[src/sv/qvr_pkg.sv]
// Shared types and constants of the quaternion vector rotation core.
`default_nettype none

package qvr_pkg;

    // Quaternion part width (Q2.14 by default) and product widths
    localparam int QW = 16;
    localparam int PW = 2 * QW;
    // Rotation matrix entries need two bits over one product
    localparam int CW = PW + 2;

    // Configuration register index port width
    localparam int CFG_IDX_W = 8;

    // Configuration register indexes
    typedef enum logic [CFG_IDX_W-1:0] {
        CFG_Q_W = 8'd0,
        CFG_Q_X = 8'd1,
        CFG_Q_Y = 8'd2,
        CFG_Q_Z = 8'd3
    } cfg_index_t;

    // Reset value of the scalar part: 1.0 in Q2.14
    localparam logic [QW-1:0] Q_W_RESET = 16'd16384;

    typedef logic signed [QW-1:0] quat_part_t;
    typedef logic signed [PW-1:0] prod_t;
    typedef logic signed [CW-1:0] coef_t;

    // Orientation quaternion as held by the register file
    typedef struct packed {
        quat_part_t w;
        quat_part_t x;
        quat_part_t y;
        quat_part_t z;
    } quat_t;

    // Sign-extend a quaternion product to matrix entry width
    function automatic coef_t ext_prod(prod_t p);
        return {{(CW - PW){p[PW-1]}}, p};
    endfunction

    // Twice a matrix entry difference; the operand fits CW-1 bits
    function automatic coef_t twice(coef_t d);
        return {d[CW-2:0], 1'b0};
    endfunction

endpackage

`default_nettype wire

[src/sv/qvr_row.sv]
// Back stages for one output component: multiply, sum and round, saturate.
`default_nettype none

module qvr_row #(
    parameter int VEC_WIDTH      = 16,
    parameter int QUAT_FRAC_BITS = 14
) (
    input  wire logic                        clk,
    input  wire logic                        en3,
    input  wire logic                        en4,
    input  wire logic                        en5,
    input  wire qvr_pkg::coef_t              coef [3],
    input  wire logic signed [VEC_WIDTH-1:0] vec [3],
    output logic signed [VEC_WIDTH-1:0]      rot,
    output logic                             sat
);
    import qvr_pkg::*;

    localparam int MW   = CW + VEC_WIDTH;
    localparam int SUMW = MW + 2;
    localparam int SH   = 2 * QUAT_FRAC_BITS;
    localparam logic signed [SUMW-1:0] HALF = SUMW'(1) << (SH - 1);
    localparam logic signed [SUMW-1:0] VMAX =
        {{(SUMW - VEC_WIDTH + 1){1'b0}}, {(VEC_WIDTH - 1){1'b1}}};
    localparam logic signed [SUMW-1:0] VMIN =
        {{(SUMW - VEC_WIDTH + 1){1'b1}}, {(VEC_WIDTH - 1){1'b0}}};

    logic signed [MW-1:0]        prod_reg [3];
    logic signed [SUMW-1:0]      sum_next;
    logic signed [SUMW-1:0]      rnd_reg;
    logic signed [VEC_WIDTH-1:0] rot_next;
    logic                        sat_next;
    logic signed [VEC_WIDTH-1:0] rot_reg;
    logic                        sat_reg;

    // Stage 3: one full-precision product per matrix entry
    always_ff @(posedge clk)
    begin
        if (en3)
        begin
            for (int k = 0; k < 3; k++)
            begin
                prod_reg[k] <= MW'(coef[k]) * MW'(vec[k]);
            end
        end
    end

    // Add the three products and one half, then drop the fraction
    assign sum_next = SUMW'(prod_reg[0]) + SUMW'(prod_reg[1]) + SUMW'(prod_reg[2]) + HALF;

    // Stage 4: rounded component
    always_ff @(posedge clk)
    begin
        if (en4)
        begin
            rnd_reg <= sum_next >>> SH;
        end
    end

    // Clip to the output range
    always_comb
    begin
        priority if (rnd_reg > VMAX)
        begin
            rot_next = VMAX[VEC_WIDTH-1:0];
            sat_next = 1'b1;
        end
        else if (rnd_reg < VMIN)
        begin
            rot_next = VMIN[VEC_WIDTH-1:0];
            sat_next = 1'b1;
        end
        else
        begin
            rot_next = rnd_reg[VEC_WIDTH-1:0];
            sat_next = 1'b0;
        end
    end

    // Stage 5: output register
    always_ff @(posedge clk)
    begin
        if (en5)
        begin
            rot_reg <= rot_next;
            sat_reg <= sat_next;
        end
    end

    assign rot = rot_reg;
    assign sat = sat_reg;

endmodule

`default_nettype wire

[config.mk]
export PLATFORM = sky130hd
export DESIGN_NAME = qvr_row
export DESIGN_NICKNAME = d
export VERILOG_FILES = /design/src/sv/qvr_pkg.sv /design/src/sv/qvr_row.sv
export SDC_FILE = /design/constraint.sdc
export NUM_CORES = 2
export LEC_CHECK = 0
export BUFFER_PORTS_ARGS = -buffer_cell sky130_fd_sc_hd__buf_2
export CAP_MARGIN = 30
export CORE_MARGIN = 5
export CORE_UTILIZATION = 50
export DETAILED_ROUTE_END_ITERATION = 8
export HOLD_SLACK_MARGIN = 0.06
export PLACE_DENSITY = 0.69
export SETUP_SLACK_MARGIN = 0.02
export SLEW_MARGIN = 20
export SYNTH_ARGS = -nofsm -noshare
export SYNTH_HDL_FRONTEND = slang
export SYNTH_SLANG_ARGS = --single-unit
[constraint.sdc]
create_clock -name clk -period 7.8 [get_ports clk]
set_clock_uncertainty 0.05 [all_clocks]
set_input_delay 1.56 -clock clk [delete_from_list [all_inputs] [get_ports clk]]
set_output_delay 1.56 -clock clk [all_outputs]
set_load 0.05 [all_outputs]
==> reports/qor.csv <==
stage,metric,value,unit
outcome,status,"complete, no violations",
logic_synthesis,synthSimpleGateAreaFrac,14.4,%
worst_hold_path,min_path_type,register to register,
floorplan,std_cell_rows,133,
place,numPortBuffers,170,
logic_synthesis,ys_seq_elements,191,
global_routing,grt_use_total,23.9,%
final_layout,fill_cells,11500,
clock_tree,clock-sinks,191,
final_layout,layout_commonest_cell,inv_1,
flow_run,cap_viol_max_count,0,
logic_synthesis,yosys_warnings,0,
setup_path,path_common_cell,fa_1,
timing,fmax,132,MHz
timing,post-route-min-period,7560,ps
logic_synthesis,yosysSeqAreaShare,8.70,%
logic_synthesis,synth_cell_type_count,82,
final_layout,syn_to_final_growth,10.2,%
final_layout,drive_above_1_share,10.3,%
timing,setup_viol,0,
clock_tree,cts_root_buffer,clkbuf_16,
final_layout,utilization,55.3,%
logic_synthesis,synthMuxAreaShare,0.0304,%
final_layout,fin_cells,9212,
place,hpwlAfterDp,141,mm
setup_path,worstSetupStartpointType,input pin,
clock_tree,worstSkewPairLatency,450,ps
clock_tree,htreeDepth,4,
setup_path,slowest_delay,580,ps
logic_synthesis,syn_inst,7024,
global_routing,grt_antenna_before_repair,6,
logic_synthesis,synth_edf_count,191,
final_layout,design.final.nets,9637,
route,drt_iter0_markers,2675,
route,wirelength,161,mm
floorplan,die_w,373,µm
route,firstDrtPassIters,5,
place,postPlaceCellArea,72000,µm²
clock_tree,cts_tree,built,
floorplan,die-area,139000,µm²
timing,drv_slew,0,
floorplan,start_util,50.2,%
floorplan,pin_count,171,
timing,hold_violations,0,
clock_tree,cts_buffer_depth,2,
logic_synthesis,synth_ff_type,edfxtp_1,
final_layout,final_cell_mix,"inv_1, fa_1, nand2_1, and2_1, buf_4",
logic_synthesis,synth_xor_area_share,2.39,%
setup_path,required,7960,ps
place,place_inst,9176,
route,drc,0,
floorplan,coreArea,131000,µm²
logic_synthesis,synth_area_per_cell,9.39,µm²
route,wl_per_cell,17.5,µm
global_routing,grt_pass1_vias,52900,
setup_path,slowest_stage,fa_1,
clock_tree,clk_pin_slew_worst_paths,70,ps
setup_path,path_class,input pin to register,
timing,slew_headroom,38.5,%
logic_synthesis,synth_top_family_by_area,adder cells,
global_routing,grt_max_degree,90,
place,gp_congestion,0.889,
global_routing,overflow,0,
timing,rsz0062_at_grt,false,
timing,timing.final.crit_share,96.9,%
route,drtAntennaViolNets,0,
logic_synthesis,synth_compound_area_share,5.64,%
timing,tns,0,ps
route,routed_via_density,5.21,
final_layout,largest_reg_flops,150,
final_layout,stdcell_area,72600,µm²
logic_synthesis,syn-num-nets,9221,
global_routing,grt_pass1_wl,271,mm
setup_path,critical_path.endpoint_type,register,
logic_synthesis,async_flop_share,0,%
logic_synthesis,synth-adder-area-share,56.9,%
timing,worst_pin_slew,923,ps
setup_path,arrival,7720,ps
floorplan,die_h,373,µm
route,dr_total_vias,48000,
setup_path,path_max_fanout,7,
clock_tree,cts_inserted_buffers,17,
logic_synthesis,synth_area,65900,µm²
-- path summary, 6_finish.rpt --
kind / from / endpoint / slack (ps) / depth (start not counted)
max: vec[23] / prod_reg[0][96] / 240 / 26
min: rnd_reg[4] / rot[4] / 600 / 1
max reg2reg: prod_reg[0][107] / rnd_reg[23] / 3480 / 14
min reg2reg: rnd_reg[4] / rot[4] / 600 / 1
-- critical path: cells and delay by family --
family | cells | cell delay [ps]
adders and majority gates | 7 | 3320
and+or+nand+nor | 2 | 240
buffers and inverters | 7 | 860
AOI/OAI and AO/OA | 9 | 1600
xor gates and xnor gates | 1 | 140
-- synthesized netlist by cell type, types with 11 or more instances --
library cell  count  area, µm²
nor2_1          161        604
fa_1           1591      31900
and2_1          659       4120
xnor2_1         131       1150
o21a_1           40        300
o21bai_1         27        203
a21o_1           98        736
a211oi_1         11       82.6
nand3_1          29        145
a31oi_1          16        100
ha_1            452       5660
nand2_1         958       3600
and3_1           25        156
nor3_1           13       65.1
xor2_1           49        429
edfxtp_1        191       5740
clkbuf_1        293       1100
a21oi_1         174        871
nand4_1          32        200
o21ai_0          76        380
inv_1          1798       6750
nor2b_1          30        188
nand2b_1         28        175
-- kinds of logic (layout without fill, tap and decap cells) --
kind of cell | Yosys count | count (layout)
compound gates | 547 | 547
xor+xnor | 180 | 180
fa+ha+maj | 2043 | 2043
buf+inv | 2094 | 2523
flops | 191 | 191
mux | 2 | 2
other cells | 0 | 4
simple gates | 1967 | 1967
-- final cells by class --
type / instances / area (µm²) / area share [%]
clock inverters: 12 / 168 / 0.231
diodes: 4 / 10.0 / 0.0138
clock buffers: 20 / 437 / 0.601
well taps: 1755 / 2200 / 3.02
inverters: 1798 / 6750 / 9.29
repair buffers: 693 / 4970 / 6.84
flip-flops and latches: 191 / 5740 / 7.90
multi-input cells: 4739 / 52400 / 72.1
-- per-layer routing --
layer	share of wire (%)	vias to the layer above	global-route usage, %
li1	-	21400	-
met1	41	24800	31.8
met2	51	1431	42.1
met3	5.2	292	2.57
met4	2.7	0	6.02
met5	0	-	0
-- per-stage QoR --
stage / worst slack (ps) / hold slack (ps)
finish: 238 / 601
global route: 22.7 / 651
CTS: 133 / 619
detailed placement: -345 / 600
global placement: -242 / 612
floorplan: 51.2 / 442
-- what timing repair did --
item	in CTS	in global routing
resized for setup	0	17
endpoints found under the hold margin	0	0
hold buffers	0	0
setup buffers	0	0
endpoints found under the setup margin	0	18
Power is not shown: default switching activity piles up to over one toggle a cycle in this logic, so the estimate is an artifact.
