`src/sv/qvr_pkg.sv`:
```
// Shared types and constants of the quaternion vector rotation core.
`default_nettype none

package qvr_pkg;

    // Quaternion part width (Q2.14 by default) and product widths
    localparam int QW = 16;
    localparam int PW = 2 * QW;
    // Rotation matrix entries need two bits over one product
    localparam int CW = PW + 2;

    // Configuration register index port width
    localparam int CFG_IDX_W = 8;

    // Configuration register indexes
    typedef enum logic [CFG_IDX_W-1:0] {
        CFG_Q_W = 8'd0,
        CFG_Q_X = 8'd1,
        CFG_Q_Y = 8'd2,
        CFG_Q_Z = 8'd3
    } cfg_index_t;

    // Reset value of the scalar part: 1.0 in Q2.14
    localparam logic [QW-1:0] Q_W_RESET = 16'd16384;

    typedef logic signed [QW-1:0] quat_part_t;
    typedef logic signed [PW-1:0] prod_t;
    typedef logic signed [CW-1:0] coef_t;

    // Orientation quaternion as held by the register file
    typedef struct packed {
        quat_part_t w;
        quat_part_t x;
        quat_part_t y;
        quat_part_t z;
    } quat_t;

    // Sign-extend a quaternion product to matrix entry width
    function automatic coef_t ext_prod(prod_t p);
        return {{(CW - PW){p[PW-1]}}, p};
    endfunction

    // Twice a matrix entry difference; the operand fits CW-1 bits
    function automatic coef_t twice(coef_t d);
        return {d[CW-2:0], 1'b0};
    endfunction

endpackage

`default_nettype wire

```
`src/sv/qvr_cfg.sv`:
```
// Configuration register file holding the orientation quaternion.
`default_nettype none

module qvr_cfg (
    input  wire logic                          clk,
    input  wire logic                          rst_n,
    input  wire logic                          cfg_valid,
    input  wire logic [qvr_pkg::CFG_IDX_W-1:0] cfg_index,
    input  wire logic [qvr_pkg::QW-1:0]        cfg_data,
    output qvr_pkg::quat_t                     quat
);
    import qvr_pkg::*;

    quat_t quat_reg;
    quat_t quat_next;

    // Decode the register index; ignore indexes beyond the list
    always_comb
    begin
        quat_next = quat_reg;
        if (cfg_valid)
        begin
            unique case (cfg_index)
                CFG_Q_W: quat_next.w = cfg_data;
                CFG_Q_X: quat_next.x = cfg_data;
                CFG_Q_Y: quat_next.y = cfg_data;
                CFG_Q_Z: quat_next.z = cfg_data;
                default: quat_next   = quat_reg;
            endcase
        end
    end

    // Hold the quaternion, identity after reset
    always_ff @(posedge clk or negedge rst_n)
    begin
        if (!rst_n)
        begin
            quat_reg.w <= Q_W_RESET;
            quat_reg.x <= '0;
            quat_reg.y <= '0;
            quat_reg.z <= '0;
        end
        else
        begin
            quat_reg <= quat_next;
        end
    end

    assign quat = quat_reg;

endmodule

`default_nettype wire

```
`config.mk`:
```
export PLATFORM = sky130hd
export DESIGN_NAME = qvr_cfg
export DESIGN_NICKNAME = d
export VERILOG_FILES = /design/src/sv/qvr_pkg.sv /design/src/sv/qvr_cfg.sv
export SDC_FILE = /design/constraint.sdc
export NUM_CORES = 1
export LEC_CHECK = 0
export BUFFER_PORTS_ARGS = -buffer_cell sky130_fd_sc_hd__buf_2
export CORE_ASPECT_RATIO = 1.75
export CORE_MARGIN = 2
export CORE_UTILIZATION = 52
export DETAILED_ROUTE_END_ITERATION = 10
export PLACE_DENSITY = 0.83
export RECOVER_POWER = 100
export SYNTH_ARGS = -nofsm -noshare
export SYNTH_HDL_FRONTEND = slang
export SYNTH_SLANG_ARGS = --single-unit
```
`constraint.sdc`:
```
create_clock -name clk -period 1.13 [get_ports clk]
set_input_delay 0.226 -clock clk [delete_from_list [all_inputs] [get_ports clk]]
set_output_delay 0.226 -clock clk [all_outputs]
set_load 0.01 [all_outputs]
```
==> results of run 1 <==
## path summary, 6_finish.rpt
check / slack, ns / cells past startpoint / end / startpoint
min in group asynchronous: 0.33 / 2 / quat[25] / rst_n
max in group asynchronous: 0.14 / 3 / quat[36] / rst_n
hold reg to reg: 0.51 / 1 / quat[7] / quat[7]
hold / removal: 0.17 / 2 / quat[46] / cfg_data[14]
setup / recovery: -0.12 / 5 / quat[38] / cfg_index[3]
setup reg to reg: 0.21 / 2 / quat[33] / quat[33]
## power by group through the flow
stage | sequential [mW] | clock [mW] | combinational, mW
2_1_floorplan | 2.55 | 0 | 0.127
3_3_place_gp | 2.50 | 0 | 0.444
3_5_place_dp | 2.50 | 0 | 0.460
4_1_cts | 2.46 | 1.95 | 0.487
5_1_grt | 2.47 | 2.08 | 0.549
6_report | 2.46 | 1.93 | 0.508
## per-stage QoR
| stage | TNS, ns | std cells | instance area [sq um] |
|---|---|---|---|
| 2_1_floorplan | -17.01 | 140 | 2560 |
| 3_3_place_gp | -25.66 | 290 | 3150 |
| 3_5_place_dp | -27.92 | 290 | 3150 |
| 4_1_cts | -3.98 | 309 | 3480 |
| 5_1_grt | -8.99 | 323 | 3610 |
| 6_report | -5.30 | 323 | 3610 |
## cells in the mapped netlist
cell,count
and4bb_2,1
dfrtp_1,63
buf_6,5
mux2_4,1
nand4b_2,1
nor3_2,1
and4b_2,1
nand4_2,1
buf_4,1
dfstp_2,1
mux2_2,63
nor4b_4,1
## logic make-up (layout without fill, tap and decap cells)
logic type             after synthesis  after routing  synth area share (%)
multiplexers                        64             64                  29.3
buffers and inverters                6            137                  2.58
flip-flops                          64             64                  64.7
AND/OR/NAND/NOR                      6              6                  3.44
## worst max-delay path, delay by kind of cell
family / cells / cell delay (ns)
buffers and inverters: 2 / 0.26
multiplexers: 1 / 0.30
AND/OR/NAND/NOR: 2 / 0.67
## routing by layer
metal	share of wire, %	vias up
li1	-	749
met1	36	851
met2	57	62
met3	5.0	5
met4	1.1	0
met5	0	-
## cells in the final DEF, fill, tap and decap left out
cell type / count
and4b_2: 1
and4bb_4: 1
buf_12: 3
buf_2: 49
buf_4: 19
buf_6: 10
buf_8: 1
bufinv_16: 1
clkbuf_1: 2
clkbuf_16: 1
clkbuf_2: 36
clkbuf_8: 10
clkinv_2: 2
clkinv_4: 1
clkinvlp_4: 1
dfrtp_1: 63
dfstp_2: 1
dlygate4sd3_1: 1
mux2_2: 31
mux2_4: 33
nand4_4: 1
nand4b_4: 1
nor3_2: 1
nor4b_4: 1
## area by class of cell
cell class | count | area, sq um | area share, %
sequential | 64 | 1600 | 44.4
multi-input combinational | 70 | 951 | 26.3
timing repair buffer | 121 | 795 | 22.0
clock buffer | 11 | 141 | 3.92
tap | 52 | 65.1 | 1.80
clock inverter | 5 | 56.3 | 1.56
## timing repair
item                                   4_1_cts  5_1_grt
endpoints found under the hold margin       12        0
setup endpoints to repair                   65       79
cloned                                       2        1
buffers inserted                             0       13
resized for setup                           25        8
hold buffers                                 1        0
pin swaps                                    4        2
==> metrics, run 1 <==
maximum VDD drop=1.17 mV; min Tclk post-route=1.25 ns; Worst Setup Slack, final=-0.116 ns; status=finished, violations left; maxcap violations=0; Sw Pwr=1.15 mW; Seq/Total Area, Yosys=64.7%; worst slew pin tran=0.354 ns; pwr dens=1360 nW/um^2; TritonRoute pass-1 iters=4; gr busiest metal=met2; worst slack, placed=-0.476 ns; Overflow after GRT=0; CTS root buf=clkbuf_8; crit path launch type=primary input; grt met2 use=39.2%; Crit Path Class=primary input to register; Final Core Density=78.1%; unrepaired setup endpoints after global routing=yes; period utilization=110%; synthesis warning total=0; via-per-instance ratio=5.16; Starting Density=53.5%; largest area contributor in the netlist=dfrtp_1; worst skew pair latency=0.32 ns; met3 Track Usage GR=6.92%; worst hold-check path type=primary input to register; Area Overhead vs Synth=45.8%; # DRC=0; WHS=0.168 ns; Die ar.=5350 sq um; Flop pwr share=50.2%; worst clock skew=0 ns; nets@finish=293; Avg Inst Size Synth=17.7 sq um; clk buf depth=2; Pleak=2.02 nW; Syn Nets=167; share of the synthesized area in the top cell type=63.7%; CORE AREA=4620 sq um; Critical Path RT=1.35 ns; initial antenna violation count=0; clock power share=39.4%; fill count=297; Diodes inserted=0; Rows=33; Port-buffer cells=90; CP Capture Type=register; GP Congestion=0.718; Die Wd=56.2 um; violated checks=negative setup slack; total routed wirelength=5.93 mm; combinational share of power=10.4%; slowest cell delay on critical path=0.34 ns; Detailed Place HPWL=3.91 mm; CTS Sinks=64; WL/cell=18.4 um; cts bufs inserted=9; fin. max-slew vios=0; largest net degree at the start of global routing=28; Largest register FFs=64; DR iter-0 viols=14; crit path cell chain=buf_6 > nor4b_4 > and4b_2 > buf_12 > mux2_4; slowest cell on the critical path=and4b_2; clock transition at the registers of the reported paths=0.07 ns; overall global routing resource usage=22.6%; total power=4.90 mW; top post-synthesis cells by area=dfrtp_1 (64%), mux2_2 (29%), buf_6 (2.3%), dfstp_2 (1.1%), nor4b_4 (0.96%); Final setup viols=65; internal power=3.75 mW; Worst Path Max Fanout=10; final hold violation count=0; Worst EP arrival=1.46 ns; die height=95.3 um; met1 Use GR=26.8%; clock tree from TritonCTS=done; DR vias=1667; Post-DRT Antenna Nets=0; mapped cell area=2480 sq um; synthesis-stage register bit count=64; layout cell share with drive strength beyond 1=75.6%; Sw Share=23.5%; Syn Inst Count=140; Slew headroom=76.4%; H-tree Lvls=3; IO Count=91; number of global-route vias before repair=1664; global-route wire length before repair=8.88 mm; Netlist cell types=12; Max Clk Rate=802 MHz
No activity file was read; power rests on OpenSTA's default activity.
==> run 2: changes to the inputs <==
Settings changed: BUFFER_PORTS_ARGS -buffer_cell sky130_fd_sc_hd__buf_2 to -buffer_cell sky130_fd_sc_hd__buf_4, CORE_UTILIZATION 52 to 48, PLACE_DENSITY 0.83 to 0.78.
Clock period 1.13 ns to 1.15 ns, I/O delays scaled along.
==> run 2 against run 1 <==
The run still ends with negative setup slack left. Total power increased by 1.6%. Sequential share of layout area shrank 0.74 points. First-iteration DRC count up 110%. Clock-buffer cell count is 1 higher. Hold slack worse by 0.023 ns. Register-to-register slack gained 0.04 ns. Clock skew stayed put. Setup slack improved by 0.041 ns. Global-route usage decreased by 1.2 points. Critical path type is now register to output port. Largest cell class unchanged. Largest power group unchanged.
==> metrics, run 2 (synthesized netlist as in run 1, its figures left out) <==
H-tree Lvls=3; slowest cell on the critical path=dfstp_2; layout cell share with drive strength beyond 1=70.1%; Multi-input gate area=947 sq um; CP top delay family=flip-flops; Port-buffer cells=90; period utilization=107%; CTS root buf=clkbuf_8; Worst Setup Slack, final=-0.0756 ns; pwr dens=1360 nW/um^2; largest net degree at the start of global routing=29; clock transition at the registers of the reported paths=0.07 ns; slowest cell delay on critical path=0.55 ns; # DRC=0; Crit Path Class=register to output port; Max Clk Rate=816 MHz; GP Congestion=0.713; Die ar.=5770 sq um; placed insts=292; Design Area, Final=3670 sq um; Area after DPL=3380 sq um; WL/cell=18.1 um; Post-DRT Antenna Nets=0; worst clock skew=0 ns; cts bufs inserted=9; maximum VDD drop=1.26 mV; DR vias=1618; worst hold-check path type=primary input to register; nets@finish=283; Pleak=1.95 nW; FF+latch area=1600 sq um; CORE AREA=4980 sq um; number of global-route vias before repair=1715; sum of negative setup slack=-1.58 ns; CP Capture Type=output port; Rows=34; TritonRoute pass-1 iters=2; unrepaired setup endpoints after global routing=yes; worst path bufs/invs=1; status=finished, violations left; Worst EP arrival=1.00 ns; crit path launch type=register; Starting Density=49.7%; min Tclk post-route=1.23 ns; Detailed Place HPWL=4.09 mm; commonest non-fill, non-tap cells in the layout=dfrtp_1 (63), buf_4 (48), mux2_4 (32), mux2_2 (32), clkbuf_2 (18); crit path cell chain=buf_6; worst skew pair latency=0.33 ns; Slew headroom=72.0%; final std cells w/o fill=315; initial antenna violation count=0; global-route wire length before repair=9.07 mm; maxcap violations=0; Overflow after GRT=0; total routed wirelength=5.72 mm; fill count=357; fin. max-slew vios=0; clock tree from TritonCTS=done; commonest non-fill, non-tap cell in the layout=dfrtp_1; overall global routing resource usage=21.5%; CTS Sinks=64; Critical Path RT=0.92 ns; clk buf depth=2; Final setup viols=48; Diodes inserted=0; Die Wd=58.3 um; Area Overhead vs Synth=48.3%; die height=99.0 um; Largest register FFs=64; Worst Path Max Fanout=2; worst slew pin tran=0.419 ns; final hold violation count=0; WHS=0.144 ns; total power=4.98 mW; IO Count=91; DR iter-0 viols=29; violated checks=negative setup slack; via-per-instance ratio=5.14
[run 2: changes by cell type in the layout (fill, tap and decap cells not counted), moves of 2 or more]
cell	change
buf_2	-49
buf_4	+29
clkbuf_2	-18
clkbuf_4	+16
clkbuf_1	+12
buf_6	-2
clkbuf_8	+2
[run 2: layout make-up]
cell class	count	share of cell area, %
clock buffer	12	4.50
clock inverter	4	1.40
multi-input combinational	70	25.8
sequential	64	43.6
tap	54	1.84
timing repair buffer	111	22.8
[run 2: per-stage QoR]
stage / setup WS (ns) / utilization, %
after floorplan: -0.363 / -
after CTS: -0.0775 / 74.4
after detailed placement: -0.423 / 67.9
after global routing: -0.111 / 73.8
final: -0.0756 / 73.8
after global placement: -0.397 / 67.9
[run 2: final timing paths]
path                        startpoint  slack [ns]  cells past startpoint       end
min in group asynchronous        rst_n        0.36                      2  quat[12]
max reg2reg                   quat[44]        0.25                      2  quat[44]
max in group asynchronous        rst_n        0.14                      3  quat[32]
max                           quat[62]       -0.08                      1  quat[62]
min                        cfg_data[0]        0.14                      2  quat[48]
min reg2reg                   quat[30]        0.51                      1  quat[30]
[run 2: what timing repair did]
item / CTS / global route
gates resized for setup: 22 / 5
cloned: 0 / 1
setup endpoints to repair: 65 / 71
hold buffers: 1 / 0
pin swaps: 0 / 4
endpoints found under the hold margin: 15 / 0
setup buffers: 0 / 5
[run 2: where the power goes]
| group | leakage [nW] | total (mW) | internal [mW] | switching (mW) |
|---|---|---|---|---|
| Combinational | 0.963 | 0.522 | 0.294 | 0.228 |
| Clock | 0.109 | 2.04 | 1.18 | 0.860 |
| Sequential | 0.879 | 2.42 | 2.36 | 0.0604 |
[run 2: layer usage]
| layer | track usage [%] | share of wire, % | vias to the layer above |
|---|---|---|---|
| met3 | 6.56 | 6.1 | 10 |
| met5 | 0 | 0 | - |
| li1 | - | - | 735 |
| met1 | 25.5 | 38 | 810 |
| met2 | 35.6 | 54 | 63 |
| met4 | 8.59 | 1.5 | 0 |
